--- config.mk ---
export PLATFORM = sky130hd
export DESIGN_NAME = vdib_ctrl
export DESIGN_NICKNAME = d
export VERILOG_FILES = /design/src/rtl/vdib_pkg.sv /design/src/rtl/vdib_ctrl.sv
export SDC_FILE = /design/constraint.sdc
export NUM_CORES = 1
export LEC_CHECK = 0
export BUFFER_PORTS_ARGS = -buffer_cell sky130_fd_sc_hd__buf_4
export CAP_MARGIN = 20
export CORE_AREA = 2 2 39 41
export DETAILED_ROUTE_END_ITERATION = 12
export DIE_AREA = 0 0 41 43
export PLACE_DENSITY_LB_ADDON = 0.12
export SETUP_SLACK_MARGIN = 0.15
export SLEW_MARGIN = 5
export SYNTH_ARGS = -nofsm -noshare
export SYNTH_HDL_FRONTEND = slang
export SYNTH_SLANG_ARGS = --single-unit
export TNS_END_PERCENT = 50
--- constraint.sdc ---
create_clock -name i_clk -period 2 [get_ports i_clk]
set_clock_uncertainty 0.1 [all_clocks]
set_input_delay 0.2 -clock i_clk [delete_from_list [all_inputs] [get_ports i_clk]]
set_output_delay 0.2 -clock i_clk [all_outputs]
set_load 0.05 [all_outputs]
--- src/rtl/vdib_pkg.sv ---
// ---------------------------------------------------------------------------
// vdib_pkg: shared types and constants of the vertex dedup index builder
// field widths, opcodes, controller states, command and status groups
// ---------------------------------------------------------------------------
`default_nettype none

package vdib_pkg;

    localparam int KEY_W       = 10;
    localparam int WORD_W      = 32;
    localparam int IDX_W       = 10;
    localparam int CFG_W       = 4;
    localparam int DATA_W      = 32;
    localparam int ADDR_W      = 3;

    localparam int DEF_MAX_VERTICES = 1024;
    localparam int DEF_MAX_KEYS     = 1024;
    localparam int DEF_WORDS_MAX    = 8;

    localparam int WORDS_RESET = 8;
    localparam int WORDS_MIN   = 3;

    localparam logic OP_ADD   = 1'b0;
    localparam logic OP_CLEAR = 1'b1;

    localparam logic [ADDR_W-1:0] REG_VERTEX_WORDS = 3'd0;

    typedef enum logic [3:0] {
        ST_INIT,
        ST_IDLE,
        ST_KEY,
        ST_HEAD,
        ST_CMP,
        ST_APPEND,
        ST_LINK,
        ST_CLR,
        ST_DONE
    } t_state;

    typedef struct packed {
        logic load_in;
        logic key_sub;
        logic latch_head;
        logic load_head;
        logic load_next;
        logic set_match;
        logic append;
        logic link;
        logic inc_count;
        logic set_full;
        logic clr_start;
        logic clr_step;
        logic set_clear_res;
        logic push;
    } t_cmd;

    typedef struct packed {
        logic in_valid;
        logic in_clear;
        logic key_big;
        logic head_valid;
        logic match;
        logic next_valid;
        logic hv_latched;
        logic full;
        logic clr_last;
        logic slot_free;
    } t_status;

endpackage

`default_nettype wire

--- src/rtl/vdib_ctrl.sv ---
// ---------------------------------------------------------------------------
// vdib_ctrl: sequencer of the vertex dedup index builder
// steps key reduction, chain walk, append, link and clear sweep
// ---------------------------------------------------------------------------
`default_nettype none

module vdib_ctrl
    import vdib_pkg::*;
(
    input  wire     i_clk,
    input  wire     i_rst_n,
    input  t_status i_status,
    output t_cmd    o_cmd,
    output logic    o_in_ready
);

    t_state r_state;
    t_state n_state;

    always_ff @(posedge i_clk) begin
        if (!i_rst_n) begin
            r_state <= ST_INIT;
        end else begin
            r_state <= n_state;
        end
    end

    always_comb begin
        n_state = r_state;
        unique case (r_state)
            ST_INIT: begin
                if (i_status.clr_last) n_state = ST_IDLE;
            end
            ST_IDLE: begin
                if (i_status.in_valid) n_state = i_status.in_clear ? ST_CLR : ST_KEY;
            end
            ST_KEY: begin
                if (!i_status.key_big) n_state = ST_HEAD;
            end
            ST_HEAD: begin
                n_state = i_status.head_valid ? ST_CMP : ST_APPEND;
            end
            ST_CMP: begin
                priority if (i_status.match) n_state = ST_DONE;
                else if (i_status.next_valid) n_state = ST_CMP;
                else n_state = ST_APPEND;
            end
            ST_APPEND: begin
                priority if (i_status.full) n_state = ST_DONE;
                else if (i_status.hv_latched) n_state = ST_LINK;
                else n_state = ST_DONE;
            end
            ST_LINK: n_state = ST_DONE;
            ST_CLR: begin
                if (i_status.clr_last) n_state = ST_DONE;
            end
            ST_DONE: begin
                if (i_status.slot_free) n_state = ST_IDLE;
            end
            default: n_state = ST_INIT;
        endcase
    end

    always_comb begin
        o_cmd      = '0;
        o_in_ready = 1'b0;
        unique case (r_state)
            ST_INIT: o_cmd.clr_step = 1'b1;
            ST_IDLE: begin
                o_in_ready = 1'b1;
                if (i_status.in_valid) begin
                    o_cmd.load_in   = 1'b1;
                    o_cmd.clr_start = i_status.in_clear;
                end
            end
            ST_KEY: o_cmd.key_sub = i_status.key_big;
            ST_HEAD: begin
                o_cmd.latch_head = 1'b1;
                o_cmd.load_head  = i_status.head_valid;
            end
            ST_CMP: begin
                priority if (i_status.match) o_cmd.set_match = 1'b1;
                else if (i_status.next_valid) o_cmd.load_next = 1'b1;
                else o_cmd.set_match = 1'b0;
            end
            ST_APPEND: begin
                priority if (i_status.full) begin
                    o_cmd.set_full = 1'b1;
                end else begin
                    o_cmd.append    = 1'b1;
                    o_cmd.inc_count = !i_status.hv_latched;
                end
            end
            ST_LINK: begin
                o_cmd.link      = 1'b1;
                o_cmd.inc_count = 1'b1;
            end
            ST_CLR: begin
                o_cmd.clr_step      = 1'b1;
                o_cmd.set_clear_res = i_status.clr_last;
            end
            ST_DONE: o_cmd.push = i_status.slot_free;
            default: o_cmd = '0;
        endcase
    end

    // a new item is taken only with the sequencer at rest
    a_ready_idle: assert property (@(posedge i_clk) disable iff (!i_rst_n)
        o_in_ready |-> r_state == ST_IDLE && !o_cmd.push)
        else $error("ready outside idle");
    // a link always follows the append of the same item
    a_link_after_append: assert property (@(posedge i_clk) disable iff (!i_rst_n)
        o_cmd.link |-> $past(o_cmd.append))
        else $error("link without append");
    // every item ends in exactly one push before the next is taken
    a_done_push: assert property (@(posedge i_clk) disable iff (!i_rst_n)
        (r_state == ST_DONE && i_status.slot_free) |=> r_state == ST_IDLE)
        else $error("result not pushed");

endmodule

`default_nettype wire

==> flow_results.org, run 1 <==
** Global routing
- The via count of the first global-routing pass came to 507.
- Overall routing resource usage :: 0.163
- Global-route wire length before repair :: 2.01 mm
- Total grt overflow :: 0
- The number of antenna violations at the first check in global routing is 0.
- Pin count of the biggest net entering global routing :: 12

** Power and ir drop
- Cell internal pwr :: 0.000473 W
- Switching power as a share of total power :: 0.535
- Switching power total :: 0.000545 W
- Of the total power, registers draw 0.155.
- Power per Cell Area :: about 1300 nW/um^2
- Fraction of power consumed by the clock network :: 0.093
- Max rail drop VDD :: 0.000670 V
- Of the total power, combinational logic draws 0.751.
- Static Leak :: around 0.36 nW

** Setup path
- Crit-path max FO :: 8
- Arrival time worst endpoint :: 1510 ps
- The critical path is of the flop to output pin type.
- WP data required :: 1700 ps
- Critical Path Source Type :: flop
- The worst setup path is captured at an output pin.

** Routing
- The count of nets left with antenna violations once routing finished came out at 0.
- For this block, the via count after detailed routing is 582.
- Wire length per cell after detailed routing :: 11.4 um
- Via density per instance :: a little over 5
- Initial detailed-routing violation count :: 6
- Total length of routed wires :: 1.30 mm
- Number of remaining DRC errors :: 0
- The first detailed-routing pass ran for 4 iterations.

** Clocking
- Hold repair after CTS inserted 0 buffers.
- Clock Root Buffer :: sky130_fd_sc_hd__clkbuf_4
- The number of setup buffers added after CTS is 0.
- Number of buffers created by CTS :: 3
- Clock latency on the worst-skew pair :: 230 ps
- CTS max path bufs :: 2
- TritonCTS built the clock tree.
- The number of gates resized after CTS was 1.
- Clock slew at reported path FFs :: 30 ps
- CTS built an H-tree with a depth of 1.
- Sink count of the clock tree :: 4

** Place
- Once detailed placement completed, the half-perimeter wirelength came to approximately 1.1 mm.
- Buffers on Ports :: 26
- Summing all placed instances gives a cell area of approximately 730 um^2.
- The congestion estimate from routability-driven global placement came to 0.736.

** Final layout
- In the final layout, the share of cells above drive strength 1 is 0.449.
- Synthesis-to-finish area growth :: 46.9%
- The filler cells instantiated in the layout total between 100 and 150.
- Antenna cells :: 0
- The largest registers in the layout are r_state: 4 flops.
- Once layout is done, the placed cells without fillers occupy about 760 um^2.
- The register with the most flip-flops in the layout has 4 of them.
- Counting flops per register, the top entry is r_state.
- For this run, the post-layout net count is ~110.
- Core utilization of the finished layout :: 0.550

** STA
- The routed design could run at a clock period as short as 1810 ps.
- Period utilisation layout :: 0.904
- Setup repair after global routing could not meet its margin everywhere.
- Endpoints failing hold :: 0
- Relative slew margins :: 0.775
- Adding up every negative setup slack in the final design gives 0 ps.
- Static timing analysis puts the maximum clock frequency at around 0.55 GHz.
- Hold slack final :: 107 ps
- For the pin with the worst max-slew slack, the measured transition is 338 ps.
- The final max-slew violation count was 0.
- Setup-violating endpoint count in the final report :: 0

** Floorplan
- Total core area :: 1380 um^2
- Area of the die :: 1760 um^2
- The initial utilization of the core area, before any placement, comes to 0.374.
- Chip width :: 41 um
- Chip height :: roughly 43 um
- Core Rows :: 14
- Boundary pin count :: 27

** Yosys
- Mapped cell area :: 518 um^2
- EDFF count, synth :: 0
- Syn avg cell area :: 7.40 um^2
- Leading cell types by total area after synthesis :: sky130_fd_sc_hd__dfxtp_1, sky130_fd_sc_hd__and3_1, sky130_fd_sc_hd__and2_1
- Area fraction of the dominant cell type after synthesis :: 0.155
- The most used flip-flop cell after synthesis is sky130_fd_sc_hd__dfxtp_1.
- Synthesis Warnings :: 0
- Of all flip-flops after synthesis, the portion carrying an async set or reset was 0.
- Yosys top cell by area :: sky130_fd_sc_hd__dfxtp_1
- Sequential fraction of the synthesis area :: 0.155
- Number of nets in the synthesized netlist :: 82
- Sorting the synthesized cells by how often they occur yields sky130_fd_sc_hd__and3_1, sky130_fd_sc_hd__nor2_1, sky130_fd_sc_hd__a21oi_1, sky130_fd_sc_hd__and2_1, sky130_fd_sc_hd__inv_1.
- Post-Synthesis Cells :: 70
- Netlist cell types :: 36
- Synthesis inferred 4 register bits.

** Hold path
- In this run the worst hold path is classified as input port to flop.

** Outcome
- Outcome :: finished clean

** Flow run
- Max-Cap Viols :: 0
-- metal layers --
metal	GRT usage	vias up	wire (um)
met5	0	-	0
met4	0.0800	0	0
met3	0.00524	0	78
li1	-	309	-
met2	0.269	15	650
met1	0.203	258	570
-- area by class of cell --
cell class / instances / area, um^2 / area share
inverters: 5 / 18.8 / 0.0247
repair buffers: 29 / 218 / 0.286
flip-flops and latches: 4 / 82.6 / 0.109
multi-input cells: 57 / 399 / 0.525
well taps: 16 / 20.0 / 0.0263
clock buffers: 3 / 22.5 / 0.0296
-- path summary, 6_finish.rpt --
path                                               from                       to  slack [ps]  cells past startpoint
worst min register to register  r_state[0]$_SDFFE_PN0P_  r_state[0]$_SDFFE_PN0P_         400                      2
worst min-delay path                            i_rst_n  r_state[1]$_SDFFE_PN0P_         110                      2
worst max-delay path            r_state[0]$_SDFFE_PN0P_                 o_cmd[5]         190                      4
worst max register to register  r_state[3]$_SDFFE_PN0P_  r_state[0]$_SDFFE_PN0P_         430                      4
-- worst max-delay path: stages (launching register included) --
cell and delay (ps):
sky130_fd_sc_hd__dfxtp_2 360, sky130_fd_sc_hd__or2b_1 260, sky130_fd_sc_hd__or3_1 330, sky130_fd_sc_hd__a21oi_2 130, sky130_fd_sc_hd__buf_4 200
-- cell usage in the layout (no fill, tap or decap), drive strengths merged, types with 2 or more instances in the layout --
cell type and count:
o21ai 2, and3 6, nand2b 2, buf 29, and2 5, nor3 2, nor4b 2, nor2b 2
nor2 6, nand2 3, a21oi 5, clkbuf 3, dfxtp 4, or2b 2, o21a 2, inv 5
-- per-stage QoR --
stage | power, W | cells | setup slack, ps
after floorplan | 0.000744 | 70 | -69.3
after global placement | 0.000916 | 111 | 382
after detailed placement | 0.000919 | 111 | 358
after CTS | 0.00102 | 114 | 125
after global routing | 0.00109 | 114 | 95.4
final | 0.00102 | 114 | 192
-- cells by family after synthesis --
family	after synthesis	synth area share
AO/OA/AOI/OAI	18	0.261
buffers and inverters	9	0.0990
flip-flops	4	0.155
multiplexers	2	0.0411
AND/OR/NAND/NOR	37	0.444
-- power groups by stage --
stage	logic (W)	registers (W)	clock network, W
after detailed placement	0.000764	0.000155	0
final	0.000766	0.000158	0.0000950
after global placement	0.000762	0.000154	0
after CTS	0.000766	0.000155	0.000102
after global routing	0.000818	0.000166	0.000107
after floorplan	0.000609	0.000135	0
Power figures use the tool's default switching activity.
==> run 2, diff against run 1 <==
--- a/config.mk
+++ b/config.mk
@@ -11,6 +11,7 @@
 export DETAILED_ROUTE_END_ITERATION = 12
 export DIE_AREA = 0 0 41 43
 export PLACE_DENSITY_LB_ADDON = 0.12
+export REMOVE_ABC_BUFFERS = 1
 export SETUP_SLACK_MARGIN = 0.15
 export SLEW_MARGIN = 5
 export SYNTH_ARGS = -nofsm -noshare
==> constraint.sdc (replaced) <==
create_clock -name i_clk -period 1.75 [get_ports i_clk]
set_clock_uncertainty 0.1 [all_clocks]
set_input_delay 0.175 -clock i_clk [delete_from_list [all_inputs] [get_ports i_clk]]
set_output_delay 0.175 -clock i_clk [all_outputs]
set_load 0.05 [all_outputs]
==> run 2 against run 1 <==
Non-clock buffer count rose by 2. Setup slack got worse by 190 ps. Register-to-register slack got worse by 200 ps. Largest cell class unchanged. Die area did not move. Highest routed layer unchanged. Via count rose by 8.8%. Clock-buffer cell count did not move. Combinational power rose by 31%. Power rose by 29%. Sequential share of layout area fell by 0.78 points. First-iteration DRC count fell by 50%.
==> flow_results.org, run 2 (same netlist as run 1, synthesis figures left out) <==
** Outcome
- Outcome :: finished clean

** Final layout
- After filler insertion, the fill cell instance count of the layout stands at 128.
- The count of cells in the finished layout, fillers not included, comes to 116.
- Leaving out fill and tap cells, the most frequent cell in the layout is sky130_fd_sc_hd__buf_4.
- The repair_antennas step left the layout with diodes totalling 0.
- At the end of the flow the core is filled with cells to 0.628.
- Regs by FF count :: r_state: 4 flops
- More flip-flops sit in one register than any other, and that register is r_state.
- The register with the most flip-flops in the layout has 4 of them.
- Relative to the synthesized area, the layout overhead comes to 67.9%.
- Net count of the finished layout :: 114
- Ratio of cells with drive above 1 in the final layout :: 0.540
- Most frequent cells in the layout :: sky130_fd_sc_hd__buf_4, sky130_fd_sc_hd__buf_6, sky130_fd_sc_hd__and3_1

** Routing
- For this block, the via count after detailed routing is 633.
- The pre-antenna-repair detailed-routing pass consisted of 4 iterations.
- In the final routed layout, each cell accounts on average for 12.5 um.
- The first routing iteration left 3 violations.
- Total length of routed wires :: 1.45 mm
- Once detail routing completed, the nets flagged for antenna violations numbered 0.
- Number of remaining DRC errors :: 0
- Via density per instance :: about 5.5

** Power and ir drop
- Max rail drop VDD :: 0.000939 V
- Dividing total power by cell area gives a power density of 1510 nW/um^2.
- The analysis attributes to cell leakage a power of 0.396 nW.

** Setup path
- The startpoint identified for the worst register-to-register timing path is r_state[3]$_SDFFE_PN0P_.
- In this run the critical register-to-register path is captured at r_state[0]$_SDFFE_PN0P_.
- Critical Path Source Type :: flop
- The critical path goes through or2b_1 > or3_1 > a21oi_2 > buf_6.
- Max incr delay on CP :: roughly 340 ps
- Data on the critical path is required at its endpoint by 1470 ps.
- The worst register-to-register path has a depth of 4.
- The setup check on the worst reg-to-reg path leaves a slack of 230 ps.
- STA classifies the critical path endpoint as an output pin.
- Critical-path cell with the highest stage delay :: sky130_fd_sc_hd__dfxtp_2
- In this run the worst path has a maximum fanout of 7.
- Kind of critical path :: flop to output pin
- Arrival time worst endpoint :: 1470 ps

** Hold path
- Worst Hold Path EP :: r_state[1]$_SDFFE_PN0P_
- The worst hold path belongs to the class input port to flop.
- Hold path startpoint :: i_rst_n
- Number of stages on the worst hold path :: 2

** Global routing
- Overall routing resource usage :: 0.163
- The number of antenna violations at the first check in global routing is 0.
- The via count of the first global-routing pass is approximately 530.
- Total grt overflow :: 0
- Pin count of the biggest net entering global routing :: 12
- Global-route wire length before repair :: between 2 and 2.5 mm

** STA
- RSZ-0062 raised after global routing :: true
- Setup violations remaining at the end of the flow were counted as 0.
- Min Tclk post-route :: 1740 ps
- In the finished design, the share of the clock period the worst path needs comes to 0.996.
- Max Slew Vio Count :: 0
- Headroom to the max-slew limit came out at 0.741.
- Transition time at the pin with the least slew margin :: 389 ps
- Timing would allow up to 0.574 GHz.
- The final count of hold timing violations was 0.

** Clocking
- # H-tree levels :: 1
- TritonCTS clock tree :: yes
- Counting every sink on the clock net gives 4.
- CTS max path bufs :: 2
- Clock latency on the worst-skew pair :: 230 ps
- Clock-pin slew was measured on the worst setup and hold paths at 30 ps.
- Counting the buffers created by CTS gives 3.
- In this run, post-CTS hold repair placed 0 buffers.
- Clock Root Buffer :: sky130_fd_sc_hd__clkbuf_4

** Place
- Detailed placement finished with a half-perimeter wire length of 1.05 mm.
- Routability-driven placement finished with a final weighted congestion of approximately 0.82.
- Buffers on Ports :: 26
- Including well taps, the total number of placed cells is 111.

** Floorplan
- Area of the die :: 1760 um^2
- The region available for standard cell placement spans 1380 um^2.
- Pin placement for this block handled 27 I/O pins.
- Chip width :: 41 um
- Chip height :: 43 um
- Core Rows :: 14
- Starting utilization of the core area :: 0.374

** Flow run
- The tool flagged a number of max-cap violations equal to 0.
==> run 2: changes by cell type in the layout (fill, tap and decap cells not counted), moves of 2 or more <==
| cell | previous run | this run |
|---|---|---|
| sky130_fd_sc_hd__buf_6 | 0 | 8 |
| sky130_fd_sc_hd__dfxtp_1 | 2 | 0 |
| sky130_fd_sc_hd__buf_4 | 29 | 23 |
| sky130_fd_sc_hd__nor2b_4 | 0 | 2 |
| sky130_fd_sc_hd__nor2b_1 | 2 | 0 |
==> run 2: worst max-delay path, delay by kind of cell (launching register included) <==
kind / cells / cell delay [ps]
flip-flops: 1 / 340
AND/OR/NAND/NOR: 2 / 570
buffers and inverters: 1 / 170
AO/OA/AOI/OAI: 1 / 160
==> run 2: metal layers <==
metal  track usage  vias up  routed length (um)
met5             0        -                   0
met3        0.0157        0                  93
met1         0.208      296                 587
met4        0.0400        0                   0
li1              -      312                   -
met2         0.278       25                 771
==> run 2: how the worst max path moves through the flow <==
stage               cells after the start               startpoint  endpoint  slack, ps
floorplan                               2  r_state[2]$_SDFFE_PN0P_  o_cmd[8]       -780
global placement                        4  r_state[0]$_SDFFE_PN0P_  o_cmd[5]        190
detailed placement                      4  r_state[0]$_SDFFE_PN0P_  o_cmd[5]        160
CTS                                     4  r_state[1]$_SDFFE_PN0P_  o_cmd[5]         20
global route                            4  r_state[1]$_SDFFE_PN0P_  o_cmd[5]        -50
finish                                  4  r_state[1]$_SDFFE_PN0P_  o_cmd[5]          7
==> run 2: power by group <==
group	switching (W)	internal [W]	leakage, nW
Combinational	0.000592	0.000411	0.348
Sequential	0.0000663	0.000134	0.0347
Clock	0.0000332	0.0000764	0.0138
==> run 2: cell type report <==
type | count | area, um^2 | area share
Timing Repair Buffer | 31 | 263 | 0.302
Tap cell | 16 | 20.0 | 0.0230
Inverter | 5 | 18.8 | 0.0216
Sequential cell | 4 | 87.6 | 0.101
Clock buffer | 3 | 22.5 | 0.0259
Multi-Input combinational cell | 57 | 458 | 0.527
==> run 2: per-stage QoR <==
step	cell area (um^2)	setup TNS (ps)	power [W]	setup slack, ps	hold slack, ps
floorplan	485	-1860	0.000788	-784	193
global placement	723	0	0.00104	195	328
detailed placement	723	0	0.00103	160	325
CTS	830	0	0.00126	24.4	86.2
global route	870	-77.6	0.00140	-53.0	95.4
finish	870	0	0.00131	6.53	88.4
==> run 2: what timing repair did <==
item / 4_1_cts / 5_1_grt
gates cloned: 0 / 0
pin swaps: 2 / 0
endpoints found under the setup margin: 13 / 16
setup buffers: 2 / 0
resized for setup: 18 / 10
==> run 3, diff against run 2 <==
--- a/config.mk
+++ b/config.mk
@@ -5,9 +5,11 @@
 export SDC_FILE = /design/constraint.sdc
 export NUM_CORES = 1
 export LEC_CHECK = 0
+export ABC_CLOCK_PERIOD_IN_PS = 1750
 export BUFFER_PORTS_ARGS = -buffer_cell sky130_fd_sc_hd__buf_4
 export CAP_MARGIN = 20
 export CORE_AREA = 2 2 39 41
+export CTS_CLUSTER_DIAMETER = 80
 export DETAILED_ROUTE_END_ITERATION = 12
 export DIE_AREA = 0 0 41 43
 export PLACE_DENSITY_LB_ADDON = 0.12
==> constraint.sdc (replaced) <==
create_clock -name i_clk -period 1.75 [get_ports i_clk]
set_clock_uncertainty 0.1 [all_clocks]
set_input_delay 0.0875 -clock i_clk [delete_from_list [all_inputs] [get_ports i_clk]]
set_output_delay 0.0875 -clock i_clk [all_outputs]
set_load 0.05 [all_outputs]
==> run 3 against run 2 <==
Routed wire length is 3.6% lower. Die area stayed put. Global-route usage is 0.52 points higher. Register-to-register slack better by 20 ps. First-iteration DRC count is 100% higher. Worst hold slack worse by 54 ps. Sequential power is 7% lower.
==> flow_results.org, run 3 (same netlist as run 1, synthesis figures left out) <==
** Outcome
- Outcome :: finished clean

** Setup path
- Critical-path cell with the highest stage delay :: sky130_fd_sc_hd__dfxtp_2
- Number of buffers and inverters on the critical path :: 1
- Worst-path cell chain :: or2b_1 > or3_1 > a21oi_2 > buf_6
- For the worst flop-to-flop path, the logic depth is 4.
- The largest single stage delay on the critical path is 350 ps.
- Capturing point of the worst reg2reg path :: r_state[0]$_SDFFE_PN0P_
- The setup check on the worst reg-to-reg path leaves a slack of 250 ps.
- WP data required :: roughly 1600 ps
- Among cell families on the critical path, the largest total delay comes from simple AND/OR/NAND/NOR gates.
- Crit-path max FO :: 7
- CP endpoint kind :: output pin
- STA puts the critical path data arrival time at 1460 ps.
- Kind of critical path :: flop to output pin
- The startpoint identified for the worst register-to-register timing path is r_state[3]$_SDFFE_PN0P_.
- STA classifies the critical path startpoint as a flop.

** Global routing
- Overall routing resource usage :: 0.169
- Global-route wire length before repair :: 2.04 mm
- The via count of the first global-routing pass came to 529.
- Pin count of the biggest net entering global routing :: 12
- The number of antenna violations at the first check in global routing came to 0.
- Summed over all layers, the global routing overflow is 0.

** Final layout
- In the final layout, the share of cells above drive strength 1 is 0.485.
- In the layout the commonest cells are sky130_fd_sc_hd__buf_4, sky130_fd_sc_hd__and3_1, sky130_fd_sc_hd__nor2_1, sky130_fd_sc_hd__and2_1, sky130_fd_sc_hd__inv_1.
- The number of antenna diodes in the final layout is 0.
- Net count of the finished layout :: approximately 120
- For this run, the share of the core covered by cells in the final layout is 0.582.
- Regs by FF count :: r_state: 4 flops
- Max FFs per register :: 4
- Counting flops per register, the top entry is r_state.
- Most common library cell in the layout ignoring fill and taps :: sky130_fd_sc_hd__buf_4
- Compared with the post-synthesis result, the final layout area differs by 55.6%.
- Once layout is complete, the cells apart from fillers number around 120.

** STA
- The final count of hold timing violations is 0.
- Across all hold checks on the routed design, the worst slack comes to 34.9 ps.
- After layout, the worst setup slack is 100 ps.
- The final max-slew violation count was 0.
- Setup violations remaining at the end of the flow were counted as 0.
- Period utilisation layout :: 0.943
- Transition time at the pin with the least slew margin :: 327 ps
- RSZ-0062 raised after global routing :: true
- In this run the tightest slew margin relative to its limit is 0.782.
- Summed over all failing endpoints, the final setup total negative slack is 0 ps.
- Based on the critical path, the design can be clocked at up to roughly 0.6 GHz.
- Min Tclk post-route :: between 1500 and 2000 ps

** Power and ir drop
- Power per Cell Area :: 1530 nW/um^2
- Fraction of power consumed by the clock network :: 0.097
- Comb power frac :: 0.751
- Switching power total :: roughly 0.00065 W
- Static Leak :: 0.380 nW
- Of the total power, the share spent switching nets is 0.531.
- Cell internal power was estimated by the tool at 0.000579 W.
- The worst-case IR drop observed on VDD is 0.000934 V.
- Seq pwr share :: 0.151

** Floorplan
- The floorplan has 14 rows.
- Chip height :: 43 um
- Boundary pin count :: 27
- Measured along the x axis, the die boundary spans 41 um.
- Total core area :: 1380 um^2
- The initial utilization of the core area, before any placement, comes to 0.374.
- Area of the die :: 1760 um^2

** Place
- Buffers placed on the I/O ports in this run total 26.
- The congestion estimate from routability-driven global placement came to between 0.7 and 0.8.
- HPWL after DPL :: 1.11 mm
- Timing analysis after detailed placement gives a worst setup slack of 246 ps.
- Number of placed cells counting well taps :: 111

** Routing
- Initial detailed-routing violation count :: 6
- Total length of routed wires :: 1.40 mm
- Number of remaining DRC errors :: 0
- Via density per instance :: 5.32
- For this block, the via count after detailed routing is 623.
- Wire length per cell after detailed routing :: roughly 12 um
- The first detailed-routing pass took 4 iterations.
- Count of nets left with antenna violations after detail routing :: 0

** Clocking
- TritonCTS clock tree :: yes
- Sink count of the clock tree :: 4
- Clock tree synthesis selected as its root buffer the cell sky130_fd_sc_hd__clkbuf_4.
- # H-tree levels :: 1
- Buffers inserted during clock tree synthesis total 3.
- At the later pin of the worst-skew pair, clock insertion delay measures approximately 240 ps.
- Clock slew at reported path FFs :: about 40 ps
- CTS max path bufs :: 2

** Hold path
- Number of stages on the worst hold path :: 3
- Path category of the worst min-delay check :: input port to flop
- The startpoint identified for the worst hold timing path is i_status[0].
- Worst Hold Path EP :: r_state[3]$_SDFFE_PN0P_

** Flow run
- Max-Cap Viols :: 0
==> run 3: cell count changes in the layout (fill, tap and decap cells not counted), moves of 2 or more <==
cell	previous run	this run
sky130_fd_sc_hd__nor2b_4	2	0
sky130_fd_sc_hd__buf_6	8	1
sky130_fd_sc_hd__buf_4	23	30
sky130_fd_sc_hd__nor3_2	2	0
==> run 3: metal layers <==
metal	wire [um]	global-route usage
met1	573	0.167
met2	733	0.316
met3	68	0.0157
met4	24	0.0800
met5	0	0
==> run 3: worst min-delay path, delay by kind of cell <==
kind | cells | cell delay [ps]
AO/OA/AOI/OAI | 1 | 60
AND/OR/NAND/NOR | 1 | 90
buffers and inverters | 1 | 90
==> run 3: layout make-up <==
| class | instances | area (um^2) |
|---|---|---|
| clock buffer | 3 | 22.5 |
| fill | 140 | 578 |
| inverter | 5 | 18.8 |
| multi-input combinational | 57 | 414 |
| sequential | 4 | 83.8 |
| tap | 16 | 20.0 |
| timing repair buffer | 32 | 246 |
==> run 3: how the worst max path moves through the flow <==
stage                       startpoint  slack (ps)  depth (start not counted)                      end
3_5_place_dp   r_state[0]$_SDFFE_PN0P_         250                          5  r_state[1]$_SDFFE_PN0P_
5_1_grt        r_state[1]$_SDFFE_PN0P_          50                          4                 o_cmd[5]
3_3_place_gp   r_state[0]$_SDFFE_PN0P_         240                          4                 o_cmd[5]
6_report       r_state[1]$_SDFFE_PN0P_         100                          4                 o_cmd[5]
2_1_floorplan  r_state[2]$_SDFFE_PN0P_        -700                          2                 o_cmd[8]
4_1_cts        r_state[1]$_SDFFE_PN0P_         100                          4                 o_cmd[5]
==> run 3: per-stage QoR <==
step	cell area, um^2	power (W)
after detailed placement	723	0.00103
after global routing	806	0.00131
after floorplan	485	0.000788
final	806	0.00123
after global placement	723	0.00103
after CTS	786	0.00121
==> run 3: timing repair <==
item,in CTS,in global routing
endpoints found under the setup margin,8,8
pin swaps,1,1
gates resized for setup,6,4
endpoints found under the hold margin,1,0
setup buffers,2,0
hold buffers,1,0
==> run 3: power groups by stage <==
stage	clock network, W	registers (W)	logic [W]
after floorplan	0	0.000204	0.000584
after global placement	0	0.000178	0.000852
after detailed placement	0	0.000180	0.000851
after CTS	0.000125	0.000179	0.000904
after global routing	0.000126	0.000194	0.000987
final	0.000120	0.000187	0.000926
